## src/hdl/a2ab_pkg.sv

```systemverilog
// Shared types and constants for the avcC to Annex B converter.
package a2ab_pkg;

    // Result kinds
    localparam logic [1:0] KIND_DATA   = 2'd0;
    localparam logic [1:0] KIND_REJECT = 2'd1;
    localparam logic [1:0] KIND_DONE   = 2'd2;

    // Header check constants
    localparam logic [7:0] HDR_VERSION   = 8'h01;
    localparam logic [5:0] HDR_LEN_ONES  = 6'h3F;
    localparam logic [2:0] HDR_SPS_ONES  = 3'h7;
    localparam logic [2:0] HDR_POS_LEN   = 3'd4;
    localparam logic [2:0] HDR_POS_COUNT = 3'd5;

    localparam int CNT_W   = 25;
    localparam int Q_DEPTH = 4;
    localparam int Q_AW    = $clog2(Q_DEPTH);

    // Start code length in bytes
    localparam logic [CNT_W-1:0] SC_BYTES = CNT_W'(4);

    // Parser phases, one-hot
    typedef enum logic [5:0] {
        PH_WAIT   = 6'b000001,
        PH_HEADER = 6'b000010,
        PH_LEN_HI = 6'b000100,
        PH_LEN_LO = 6'b001000,
        PH_DATA   = 6'b010000,
        PH_COUNT2 = 6'b100000
    } t_phase;

    // Commands from the parser to the emitter
    typedef enum logic [1:0] {
        OP_DATA   = 2'd0,
        OP_START  = 2'd1,
        OP_REJECT = 2'd2,
        OP_DONE   = 2'd3
    } t_op;

    typedef struct packed {
        t_op              op;
        logic             done;   // completion follows the bytes
        logic [7:0]       data;
        logic [CNT_W-1:0] count;  // total bytes once this command is emitted
    } t_cmd;

    // Queue status seen by the emitter
    typedef struct packed {
        logic empty;
        t_cmd head;
    } t_qstat;

endpackage

```

## src/hdl/a2ab_front.sv

```systemverilog
// Record parser: walks the avcC fields and issues emit commands.
module a2ab_front (
    input  logic           i_clk,
    input  logic           i_rst_n,
    input  logic           i_valid,
    output logic           o_ready,
    input  logic [7:0]     i_in_byte,
    input  logic           i_record_start,
    input  logic           i_q_full,
    output logic           o_push,
    output a2ab_pkg::t_cmd o_cmd
);
    import a2ab_pkg::*;

    t_phase           r_phase, n_phase;
    logic [2:0]       r_pos, n_pos;
    logic             r_ok, n_ok;
    logic [7:0]       r_units, n_units;
    logic [15:0]      r_len, n_len;
    logic             r_second, n_second;
    logic [CNT_W-1:0] r_count, n_count;

    logic             take;
    logic             ok_now;
    logic [15:0]      full_len;
    logic [7:0]       units_dec;
    logic [15:0]      len_dec;
    logic             push;
    t_cmd             cmd;

    assign o_ready   = !i_q_full;
    assign take      = i_valid && !i_q_full;
    assign full_len  = {r_len[15:8], i_in_byte};
    assign units_dec = r_units - 8'd1;
    assign len_dec   = r_len - 16'd1;
    assign ok_now    = r_ok && !((r_pos == HDR_POS_LEN) && (i_in_byte[7:2] != HDR_LEN_ONES));

    // Next-state and command decode for one byte
    always_comb begin
        n_phase  = r_phase;
        n_pos    = r_pos;
        n_ok     = r_ok;
        n_units  = r_units;
        n_len    = r_len;
        n_second = r_second;
        n_count  = r_count;
        push     = 1'b0;
        cmd.op   = OP_DATA;
        cmd.done = 1'b0;
        cmd.data = i_in_byte;
        cmd.count = r_count;

        if (i_record_start) begin
            n_phase  = PH_HEADER;
            n_pos    = 3'd1;
            n_ok     = (i_in_byte == HDR_VERSION);
            n_units  = '0;
            n_len    = '0;
            n_second = 1'b0;
            n_count  = '0;
        end else begin
            case (r_phase)
                PH_HEADER: begin
                    n_ok = ok_now;
                    if (r_pos == HDR_POS_COUNT) begin
                        if (!ok_now || (i_in_byte[7:5] != HDR_SPS_ONES)) begin
                            n_ok    = 1'b0;
                            push    = 1'b1;
                            cmd.op  = OP_REJECT;
                            n_phase = PH_WAIT;
                        end else begin
                            n_units = {3'b000, i_in_byte[4:0]};
                            if (i_in_byte[4:0] == 5'd0) begin
                                n_second = 1'b1;
                                n_phase  = PH_COUNT2;
                            end else begin
                                n_phase = PH_LEN_HI;
                            end
                        end
                    end else begin
                        n_pos = r_pos + 3'd1;
                    end
                end
                PH_LEN_HI: begin
                    n_len   = {i_in_byte, 8'h00};
                    n_phase = PH_LEN_LO;
                end
                PH_LEN_LO: begin
                    n_len     = full_len;
                    n_count   = r_count + SC_BYTES;
                    push      = 1'b1;
                    cmd.op    = OP_START;
                    cmd.count = n_count;
                    if (full_len == 16'd0) begin
                        // empty unit: the start code alone closes it
                        n_units = units_dec;
                        if (units_dec != 8'd0) begin
                            n_phase = PH_LEN_HI;
                        end else if (!r_second) begin
                            n_second = 1'b1;
                            n_phase  = PH_COUNT2;
                        end else begin
                            cmd.done = 1'b1;
                            n_phase  = PH_WAIT;
                        end
                    end else begin
                        n_phase = PH_DATA;
                    end
                end
                PH_DATA: begin
                    n_len     = len_dec;
                    n_count   = r_count + CNT_W'(1);
                    push      = 1'b1;
                    cmd.op    = OP_DATA;
                    cmd.count = n_count;
                    if (len_dec == 16'd0) begin
                        n_units = units_dec;
                        if (units_dec != 8'd0) begin
                            n_phase = PH_LEN_HI;
                        end else if (!r_second) begin
                            n_second = 1'b1;
                            n_phase  = PH_COUNT2;
                        end else begin
                            cmd.done = 1'b1;
                            n_phase  = PH_WAIT;
                        end
                    end
                end
                PH_COUNT2: begin
                    n_units = i_in_byte;
                    if (i_in_byte == 8'd0) begin
                        // second list is empty: complete now
                        push    = 1'b1;
                        cmd.op  = OP_DONE;
                        n_phase = PH_WAIT;
                    end else begin
                        n_phase = PH_LEN_HI;
                    end
                end
                default: begin
                    n_phase = r_phase;
                end
            endcase
        end
    end

    assign o_push = take && push;
    assign o_cmd  = cmd;

    // Parser state
    always_ff @(posedge i_clk) begin
        if (!i_rst_n) begin
            r_phase  <= PH_WAIT;
            r_pos    <= '0;
            r_ok     <= 1'b1;
            r_units  <= '0;
            r_len    <= '0;
            r_second <= 1'b0;
            r_count  <= '0;
        end else if (take) begin
            r_phase  <= n_phase;
            r_pos    <= n_pos;
            r_ok     <= n_ok;
            r_units  <= n_units;
            r_len    <= n_len;
            r_second <= n_second;
            r_count  <= n_count;
        end
    end

endmodule

```

## src/hdl/a2ab_fifo.sv

```systemverilog
// Short command queue between the parser and the emitter.
module a2ab_fifo (
    input  logic            i_clk,
    input  logic            i_rst_n,
    input  logic            i_push,
    input  a2ab_pkg::t_cmd  i_cmd,
    input  logic            i_pop,
    output logic            o_full,
    output a2ab_pkg::t_qstat o_stat
);
    import a2ab_pkg::*;

    t_cmd            r_mem [Q_DEPTH];
    logic [Q_AW-1:0] r_wr, r_rd;
    logic [Q_AW:0]   r_cnt, n_cnt;

    assign o_full       = (r_cnt == (Q_AW+1)'(Q_DEPTH));
    assign o_stat.empty = (r_cnt == '0);
    assign o_stat.head  = r_mem[r_rd];

    always_comb begin
        n_cnt = r_cnt;
        if (i_push && !i_pop) begin
            n_cnt = r_cnt + (Q_AW+1)'(1);
        end else if (!i_push && i_pop) begin
            n_cnt = r_cnt - (Q_AW+1)'(1);
        end
    end

    // Pointers and fill count
    always_ff @(posedge i_clk) begin
        if (!i_rst_n) begin
            r_wr  <= '0;
            r_rd  <= '0;
            r_cnt <= '0;
        end else begin
            if (i_push) begin
                r_wr <= r_wr + Q_AW'(1);
            end
            if (i_pop) begin
                r_rd <= r_rd + Q_AW'(1);
            end
            r_cnt <= n_cnt;
        end
    end

    // Storage
    always_ff @(posedge i_clk) begin
        if (i_push) begin
            r_mem[r_wr] <= i_cmd;
        end
    end

    a_no_overflow: assert property (@(posedge i_clk) disable iff (!i_rst_n)
        !(i_push && o_full))
        else $error("push into full queue");

    a_no_underflow: assert property (@(posedge i_clk) disable iff (!i_rst_n)
        !(i_pop && o_stat.empty))
        else $error("pop from empty queue");

    a_cnt_range: assert property (@(posedge i_clk) disable iff (!i_rst_n)
        r_cnt <= (Q_AW+1)'(Q_DEPTH))
        else $error("queue count out of range");

endmodule

```

## src/hdl/a2ab_back.sv

```systemverilog
// Emitter: expands queued commands into result items with an output register.
module a2ab_back (
    input  logic                   i_clk,
    input  logic                   i_rst_n,
    input  a2ab_pkg::t_qstat       i_stat,
    output logic                   o_pop,
    output logic                   o_valid,
    input  logic                   i_ready,
    output logic [7:0]             o_out_byte,
    output logic [1:0]             o_kind,
    output logic [a2ab_pkg::CNT_W-1:0] o_bytes_written,
    output logic                   o_run_last
);
    import a2ab_pkg::*;

    logic             r_valid;
    logic [7:0]       r_byte, n_byte;
    logic [1:0]       r_kind, n_kind;
    logic [CNT_W-1:0] r_bw, n_bw;
    logic             r_last;
    logic [2:0]       r_step;
    logic [2:0]       last_step;
    logic             advance;
    logic             fire;
    t_cmd             head;

    assign head    = i_stat.head;
    assign advance = !r_valid || i_ready;
    assign fire    = advance && !i_stat.empty;
    assign o_pop   = fire && (r_step == last_step);

    // Result for the current step of the head command
    always_comb begin
        last_step = 3'd0;
        n_byte    = 8'h00;
        n_kind    = KIND_DATA;
        case (head.op)
            OP_START: begin
                last_step = head.done ? 3'd4 : 3'd3;
                if (r_step == 3'd4) begin
                    n_kind = KIND_DONE;
                end else if (r_step == 3'd3) begin
                    n_byte = 8'h01;
                end
            end
            OP_DATA: begin
                last_step = head.done ? 3'd1 : 3'd0;
                if (r_step == 3'd1) begin
                    n_kind = KIND_DONE;
                end else begin
                    n_byte = head.data;
                end
            end
            OP_REJECT: begin
                n_kind = KIND_REJECT;
            end
            OP_DONE: begin
                n_kind = KIND_DONE;
            end
            default: begin
                n_kind = KIND_DATA;
            end
        endcase
        n_bw = (n_kind == KIND_DONE) ? head.count : '0;
    end

    // Step counter and output register
    always_ff @(posedge i_clk) begin
        if (!i_rst_n) begin
            r_valid <= 1'b0;
            r_step  <= '0;
        end else if (advance) begin
            r_valid <= !i_stat.empty;
            if (fire) begin
                r_step <= o_pop ? 3'd0 : r_step + 3'd1;
            end
        end
    end

    always_ff @(posedge i_clk) begin
        if (fire) begin
            r_byte <= n_byte;
            r_kind <= n_kind;
            r_bw   <= n_bw;
            r_last <= o_pop;
        end
    end

    assign o_valid         = r_valid;
    assign o_out_byte      = r_byte;
    assign o_kind          = r_kind;
    assign o_bytes_written = r_bw;
    assign o_run_last      = r_last;

    a_step_bound: assert property (@(posedge i_clk) disable iff (!i_rst_n)
        !i_stat.empty |-> r_step <= last_step)
        else $error("emit step beyond command length");

    a_done_is_last: assert property (@(posedge i_clk) disable iff (!i_rst_n)
        (r_valid && (r_kind != KIND_DATA)) |-> r_last)
        else $error("status result not last of its request");

    a_data_no_count: assert property (@(posedge i_clk) disable iff (!i_rst_n)
        (r_valid && (r_kind != KIND_DONE)) |-> (r_bw == '0))
        else $error("byte count on non-completion result");

endmodule

```

## src/hdl/avcc_config_to_annexb.sv

```systemverilog
// Top level of the avcC to Annex B converter.
//
//  channel | direction | handshake                  | payload
//  --------+-----------+----------------------------+-----------------------------------
//  in      | input     | i_in_valid / o_in_ready    | i_in_byte, i_record_start
//  out     | output    | o_out_valid / i_out_ready  | o_out_byte, o_kind,
//          |           |                            | o_bytes_written, o_run_last
//
//  The parser takes one request per cycle while the 4-entry command queue has room.
//  The emitter gives one result per cycle while the output is ready; a data byte makes
//  1 result (2 with completion), a start code 4 (5 with completion), so bursts drain
//  through the queue. Results pass through the command queue, then the output register.
//  Reset (synchronous, active low) empties the queue and returns the parser to waiting.
//  A stalled output holds its register; the parser stops only when the queue is full.
module avcc_config_to_annexb (
    input  logic                       i_clk,
    input  logic                       i_rst_n,
    input  logic                       i_in_valid,
    output logic                       o_in_ready,
    input  logic [7:0]                 i_in_byte,
    input  logic                       i_record_start,
    output logic                       o_out_valid,
    input  logic                       i_out_ready,
    output logic [7:0]                 o_out_byte,
    output logic [1:0]                 o_kind,
    output logic [a2ab_pkg::CNT_W-1:0] o_bytes_written,
    output logic                       o_run_last
);
    import a2ab_pkg::*;

    logic   q_full;
    logic   push;
    logic   pop;
    t_cmd   cmd;
    t_qstat qstat;

    a2ab_front u_front (
        .i_clk          (i_clk),
        .i_rst_n        (i_rst_n),
        .i_valid        (i_in_valid),
        .o_ready        (o_in_ready),
        .i_in_byte      (i_in_byte),
        .i_record_start (i_record_start),
        .i_q_full       (q_full),
        .o_push         (push),
        .o_cmd          (cmd)
    );

    a2ab_fifo u_fifo (
        .i_clk   (i_clk),
        .i_rst_n (i_rst_n),
        .i_push  (push),
        .i_cmd   (cmd),
        .i_pop   (pop),
        .o_full  (q_full),
        .o_stat  (qstat)
    );

    a2ab_back u_back (
        .i_clk           (i_clk),
        .i_rst_n         (i_rst_n),
        .i_stat          (qstat),
        .o_pop           (pop),
        .o_valid         (o_out_valid),
        .i_ready         (i_out_ready),
        .o_out_byte      (o_out_byte),
        .o_kind          (o_kind),
        .o_bytes_written (o_bytes_written),
        .o_run_last      (o_run_last)
    );

endmodule

```

## config.mk

```make
export PLATFORM = sky130hd
export DESIGN_NAME = avcc_config_to_annexb
export DESIGN_NICKNAME = d
export VERILOG_FILES = /design/src/hdl/a2ab_pkg.sv /design/src/hdl/a2ab_front.sv /design/src/hdl/a2ab_fifo.sv /design/src/hdl/a2ab_back.sv /design/src/hdl/avcc_config_to_annexb.sv
export SDC_FILE = /design/constraint.sdc
export NUM_CORES = 1
export LEC_CHECK = 0
export BUFFER_PORTS_ARGS = -buffer_cell sky130_fd_sc_hd__buf_2
export CORE_UTILIZATION = 45
export DETAILED_ROUTE_END_ITERATION = 10
export HOLD_SLACK_MARGIN = 0.06
export PLACE_DENSITY = 0.59
export SYNTH_ARGS = -nofsm -noshare
export SYNTH_HDL_FRONTEND = slang
export SYNTH_HIERARCHICAL = 1
export SYNTH_SLANG_ARGS = --single-unit
```

## constraint.sdc

```tcl
create_clock -name i_clk -period 9.2 [get_ports i_clk]
set_input_delay 0.92 -clock i_clk [delete_from_list [all_inputs] [get_ports i_clk]]
set_output_delay 0.92 -clock i_clk [all_outputs]
set_load 0.005 [all_outputs]
```

==> impl_metrics.json, run 1 <==
{
  "cts_max_level": 1,
  "clock_path_buffers": 3,
  "hp-class": "flip-flop to flip-flop",
  "endpoint_kind": "flip-flop",
  "synth.top_cell.area_share": 0.451,
  "status": "completed",
  "fin_ws_ps": 5370,
  "grt_setup_unrepaired": "no",
  "synthToLayoutAreaGrowth_pct": 10.3,
  "hold_start": "u_front/r_ok",
  "power.leakage_uw": 0.00469,
  "cts_tree": "done",
  "path_cells": "buf_4 > mux4_1 > nor4bb_1 > o211ai_1 > nand3_2 > and2_1 > inv_1 > ha_1 > inv_1 > fa_1 > xor2_1 > or3_1 > a21boi_0",
  "hold_buffers": 0,
  "vias": 7716,
  "setup-violations-final": 0,
  "worst-path-buf-inv": 3,
  "postCtsSetupRepairBufs": 0,
  "cpMostUsedCell": "inv_1",
  "maxCapViolCount": 0,
  "worst_pin_slew_ps": 969,
  "fmax_mhz": 261,
  "cts-buffers-inserted": 27,
  "drc": 0,
  "cts-root-buf": "clkbuf_16",
  "die_x_um": 165,
  "pre_cts_slack_ps": 5250,
  "final-seq-area_um2": 6870,
  "port_buffers": 50,
  "cts_resized": 0,
  "synth_ff_type": "edfxtp_1",
  "setup_tns_ps": 0,
  "antenna_cells": 0,
  "ys_top_cells_by_area": "edfxtp_1 (45%), dfxtp_1 (12%), mux4_2 (5.6%), nor2_1 (2.6%), nand2_1 (2.5%)",
  "viasPerCell": 5.67,
  "nets": 1038,
  "drive_gt1_frac": 0.162,
  "globalplace.congestion": 0.859,
  "final_common_cell": "edfxtp_1",
  "dr.pass1.iters": 6,
  "multi_input_area_um2": 4670,
  "synth_edf_count": 180,
  "drv_slew": 0,
  "reg2reg_slack_ps": 5370,
  "grt_first_pass_wirelength_um": 40900,
  "critPathMaxStageDelay_ps": 810,
  "place_hpwl_um": 16800,
  "dieArea_um2": 27300,
  "synth_seq_cells": 253,
  "grtUsageTotal": 0.196,
  "drtAntennaViolNets": 0,
  "grt_pass1_vias": 7399,
  "hold_violations": 0,
  "die_h_um": 165,
  "synth_nets": 1010,
  "design.core.area_um2": 26100,
  "critPathArrivalTime_ps": 4290,
  "ir_worst_vdd_mv": 0.134,
  "startpoint_type": "flip-flop",
  "num_rows": 59,
  "relSlewSlack": 0.354,
  "finalWirelength_um": 26200,
  "synth_area_um2": 12000,
  "path_max_fanout": 36,
  "min_path_cells": 2,
  "antenna_found_initial": 0,
  "synth-seq-area-share": 0.573,
  "min_to": "u_front/r_ok",
  "syn_inst": 978,
  "r2r-end": "u_fifo/r_cnt[2]",
  "wl_per_cell_um": 19.2,
  "crit_slowest_cell": "mux4_1",
  "required_ps": 9670,
  "layout_common_cells": "edfxtp_1 (180), nor2_1 (82), nand2_1 (80)",
  "crit_type": "flip-flop to flip-flop",
  "drtIter0Drc": 487,
  "clock_latency_ps": 540,
  "power.total_uw": 3000,
  "n_fill_cell": 2270,
  "path_delay_family": "simple AND/OR/NAND/NOR gates",
  "synthArstFlopShare": 0,
  "yosysWarnings": 6,
  "ioPinCount": 51,
  "fin_skew_ps": 9.77,
  "ff2ff_path_depth": 13,
  "period_share": 0.416,
  "period_minus_slack_ps": 3830,
  "p_per_area_nw_per_um2": 227,
  "initial_core_util": 0.460,
  "syn-mean-instance-area_um2": 12.3,
  "grt_max_degree": 61,
  "yosysUniqueCellTypes": 90,
  "path_clk_slew_ps": 60,
  "cts.sinks": 253,
  "grt-ovfl-total": 0,
  "synth_top_area_cell": "edfxtp_1"
}
[routing by layer]
| metal | GRT usage | up-vias | share of wire |
|---|---|---|---|
| met5 | 0 | - | 0 |
| met4 | 0.0471 | 0 | 0.019 |
| met3 | 0.0292 | 36 | 0.047 |
| met2 | 0.304 | 192 | 0.45 |
| met1 | 0.288 | 3770 | 0.48 |
| li1 | - | 3718 | - |
[worst max path at each step]
stage                            start            endpoint  cells after the start  slack [ps]
after detailed placement  i_in_byte[4]     u_fifo/r_cnt[2]                     12        5250
after global placement    i_in_byte[4]     u_fifo/r_cnt[2]                     12        5320
after CTS                    flip-flop     u_fifo/r_cnt[2]                     13        5310
after floorplan             i_in_valid  u_fifo/r_mem[0][0]                      6        5830
after global routing         flip-flop     u_fifo/r_cnt[2]                     13        5090
final                        flip-flop     u_fifo/r_cnt[2]                     13        5370
[synthesized netlist by cell type (4+ instances only)]
cell type and number:
nor3_1 22, nand4_1 9, edfxtp_1 180, a31oi_1 10
mux4_1 6, clkbuf_1 23, a21oi_1 53, o2bb2ai_1 5
inv_1 24, o21a_1 5, nand3_1 23, o31ai_1 4
nand2b_1 6, nand2_1 80, a21o_1 7, o211ai_1 4
xnor2_1 7, buf_6 5, nand3b_1 5, or3_1 18
nor4_1 5, and3_1 10, nor2_1 82, a22oi_1 19
ha_1 18, buf_2 11, o22ai_1 5, nor4b_1 4
buf_1 7, xor2_1 33, o21ai_0 41, buf_4 10
nor3b_1 4, mux4_2 30, dfxtp_1 73, and2_1 19
nor2b_1 32
[registers in the layout, summed over array words and instances, names as in the netlist, 3 cells and up, named ones only]
signal                  flops
u_back/r_step               3
u_front/r_pos               3
u_back/o_bytes_written     25
u_front/r_phase             6
u_back/o_out_byte           8
u_front/r_len              16
u_front/r_units             8
u_front/r_count            25
u_fifo/r_cnt                3
u_fifo/r_mem              144
[power breakdown]
group | switching, µW | internal [µW]
sequential | 38.9 | 1360
combinational | 336 | 230
clock | 436 | 601
total | 811 | 2190
[metrics by stage]
step                cells   util  area, µm²  hold WS (ps)
finish               1362  0.507      13200           465
global placement     1312  0.475      12400           433
floorplan             978      -      12000           422
global route         1362  0.507      13200           489
CTS                  1362  0.507      13200           461
detailed placement   1312  0.475      12400           451
[cell type report]
type                    instances  share of cell area
flip-flops and latches        253               0.520
multi-input cells             640               0.353
clock buffers                  37              0.0540
well taps                     335              0.0317
repair buffers                 59              0.0241
clock inverters                13             0.00994
inverters                      25             0.00710
[logic make-up (layout without fill, tap and decap cells)]
logic type                 count (synthesis)  count (layout)  synth area share
buffers and inverters                     85             134            0.0382
adders and majority gates                 19              19            0.0205
and+or+nand+nor                          347             347             0.157
AOI/OAI and AO/OA                        192             192             0.108
muxes                                     42              42            0.0749
DFF                                      253             253             0.573
xor gates and xnor gates                  40              40            0.0292
[worst min-delay path, stage by stage, from the launching register on]
cell     delay, ps
dfxtp_1        320
nand2_1         60
nand2_1         50
(Power assumes the default switching activity.)
==> inputs of run 2 (changes only) <==
==> constraint.sdc (replaced) <==
create_clock -name i_clk -period 3.65 [get_ports i_clk]
set_input_delay 0.365 -clock i_clk [delete_from_list [all_inputs] [get_ports i_clk]]
set_output_delay 0.365 -clock i_clk [all_outputs]
set_load 0.005 [all_outputs]
==> run 2 against run 1 <==
Clock power grew to 2.9 times the previous value. Sequential cell count stayed put. First-iteration DRC count is 31% higher. Final cell count is 1.2% higher. Cell area is 2.5% higher. Total power is 140% higher. Sequential power is 140% higher. Core utilization is 1.3 points higher. Die area stayed put. Critical path type unchanged.
==> impl_metrics.json, run 2 (synthesis results as in run 1) <==
{
  "r2r-end": "u_fifo/r_cnt[2]",
  "reg2reg_from": "u_front/r_phase[2]",
  "largest_reg_flops": 144,
  "path_clk_slew_ps": 60,
  "period_minus_slack_ps": 3290,
  "endpoint_kind": "flip-flop",
  "die_x_um": 165,
  "vias": 7877,
  "hold_start": "i_in_byte[2]",
  "num_rows": 59,
  "globalplace.congestion": 0.838,
  "reg2reg_slack_ps": 360,
  "setup-violations-final": 0,
  "die_h_um": 165,
  "hp-class": "primary input to flip-flop",
  "fmax_mhz": 304,
  "largest-register": "u_fifo/r_mem",
  "antenna_found_initial": 0,
  "drc": 0,
  "dr.pass1.iters": 5,
  "grt_first_pass_wirelength_um": 41400,
  "port_buffers": 50,
  "path_max_fanout": 10,
  "path_cells": "or4_1 > nor2_2 > inv_1 > nor2_1 > a21oi_1 > a21oi_2 > ha_1 > inv_1 > fa_1 > xor2_1 > or3_1 > a21boi_0",
  "worst_pin_slew_ps": 890,
  "finalWirelength_um": 26300,
  "antenna_cells": 0,
  "drv_slew": 0,
  "cts_resized": 0,
  "path_delay_family": "simple AND/OR/NAND/NOR gates",
  "drive_gt1_frac": 0.189,
  "ioPinCount": 51,
  "critPathArrivalTime_ps": 3760,
  "hold_slack_ps": 103,
  "grt_max_degree": 60,
  "hold_violations": 0,
  "layout_common_cells": "edfxtp_1 (180), nor2_1 (81), nand2_1 (80)",
  "fin_skew_ps": 17.8,
  "hold_buffers": 0,
  "power.leakage_uw": 0.00490,
  "final_common_cell": "edfxtp_1",
  "crit_type": "flip-flop to flip-flop",
  "min_to": "u_fifo/r_mem[0][27]",
  "initial_core_util": 0.460,
  "design.core.area_um2": 26100,
  "dieArea_um2": 27300,
  "drtAntennaViolNets": 0,
  "crit_slowest_cell": "or4_1",
  "clock_latency_ps": 550,
  "grt_setup_unrepaired": "no",
  "synthToLayoutAreaGrowth_pct": 13.1,
  "cts_tree": "done",
  "grt-ovfl-total": 0,
  "grtUsageTotal": 0.198,
  "nets": 1054,
  "ir_worst_vdd_mv": 0.364,
  "critPathMaxStageDelay_ps": 620,
  "wl_per_cell_um": 19.1,
  "startpoint_type": "flip-flop",
  "cpMostUsedCell": "inv_1",
  "grt_pass1_vias": 7415,
  "stdcell_count": 1378,
  "place_hpwl_um": 16800,
  "relSlewSlack": 0.406,
  "p_per_area_nw_per_um2": 525,
  "cts_max_level": 1,
  "postCtsSetupRepairBufs": 0,
  "clock_path_buffers": 3,
  "period_share": 0.901,
  "required_ps": 4130,
  "maxCapViolCount": 0,
  "cts-buffers-inserted": 27,
  "worst-path-buf-inv": 2,
  "ff2ff_path_depth": 12,
  "viasPerCell": 5.72,
  "status": "completed",
  "dpl.cell_count": 1328,
  "cts.sinks": 253,
  "cts-root-buf": "clkbuf_16",
  "setup_tns_ps": 0,
  "drtIter0Drc": 638,
  "min_path_cells": 1
}
==> run 2: changes by cell type in the layout (fill, tap and decap cells not counted) <==
| cell | before | now |
|---|---|---|
| buf_4 | 9 | 21 |
| clkbuf_1 | 10 | 1 |
| bufinv_16 | 2 | 7 |
| buf_12 | 0 | 4 |
| clkinv_1 | 4 | 0 |
| clkinvlp_4 | 1 | 5 |
| clkinv_2 | 4 | 6 |
| inv_6 | 0 | 2 |
| a21oi_1 | 53 | 52 |
| a21oi_2 | 0 | 1 |
| nor2_1 | 82 | 81 |
| nor2_2 | 1 | 2 |
==> run 2: worst max-delay path by stage <==
| stage | startpoint | end | slack [ps] | cells after the start |
|---|---|---|---|---|
| 3_5_place_dp | u_front/r_phase[2] | u_fifo/r_cnt[2] | 210 | 12 |
| 2_1_floorplan | u_front/r_phase[2] | u_fifo/r_mem[0][0] | 350 | 8 |
| 5_1_grt | u_front/r_phase[2] | u_fifo/r_cnt[2] | 90 | 12 |
| 6_report | u_front/r_phase[2] | u_fifo/r_cnt[2] | 360 | 12 |
| 3_3_place_gp | u_front/r_phase[2] | u_fifo/r_cnt[2] | 320 | 12 |
| 4_1_cts | u_front/r_phase[2] | u_fifo/r_cnt[2] | 200 | 12 |
==> run 2: layout make-up <==
class / count / area, µm²
fill: 2238 / 12500
sequential: 253 / 6870
multi-input combinational: 640 / 4680
clock buffer: 28 / 679
timing repair buffer: 75 / 488
tap: 335 / 419
clock inverter: 22 / 324
inverter: 25 / 93.8
==> run 2: worst reg2reg max path: cells and delay by family, from the launching register on <==
kind                     cells  cell delay (ps)
AND/OR/NAND/NOR              4             1430
adder cells (fa/ha/maj)      2              590
buffers and inverters        2              150
AO/OA/AOI/OAI                3              500
XOR/XNOR                     1              160
flip-flops                   1              390
==> run 2: where the power goes <==
group	leakage, µW	switching, µW	internal (µW)
registers	0.00225	62.2	3230
logic	0.00216	460	317
clock network	0.000480	1180	1870
total	0.00490	1700	5420
==> run 2: per-stage QoR <==
stage | setup WS [ps] | utilization | power [µW] | instance area [µm²]
global placement | 317 | 0.481 | 4130 | 12500
global route | 93.0 | 0.520 | 7390 | 13500
floorplan | 352 | - | 3900 | 12000
detailed placement | 209 | 0.481 | 4140 | 12500
CTS | 196 | 0.520 | 7180 | 13500
finish | 362 | 0.520 | 7120 | 13500
==> run 2: metal layers <==
layer / GRT usage / share of wire / vias to the layer above
met2: 0.311 / 0.46 / 229
met3: 0.0320 / 0.057 / 26
met4: 0.0475 / 0.014 / 0
met1: 0.286 / 0.47 / 3876
li1: - / - / 3746
met5: 0 / 0 / -
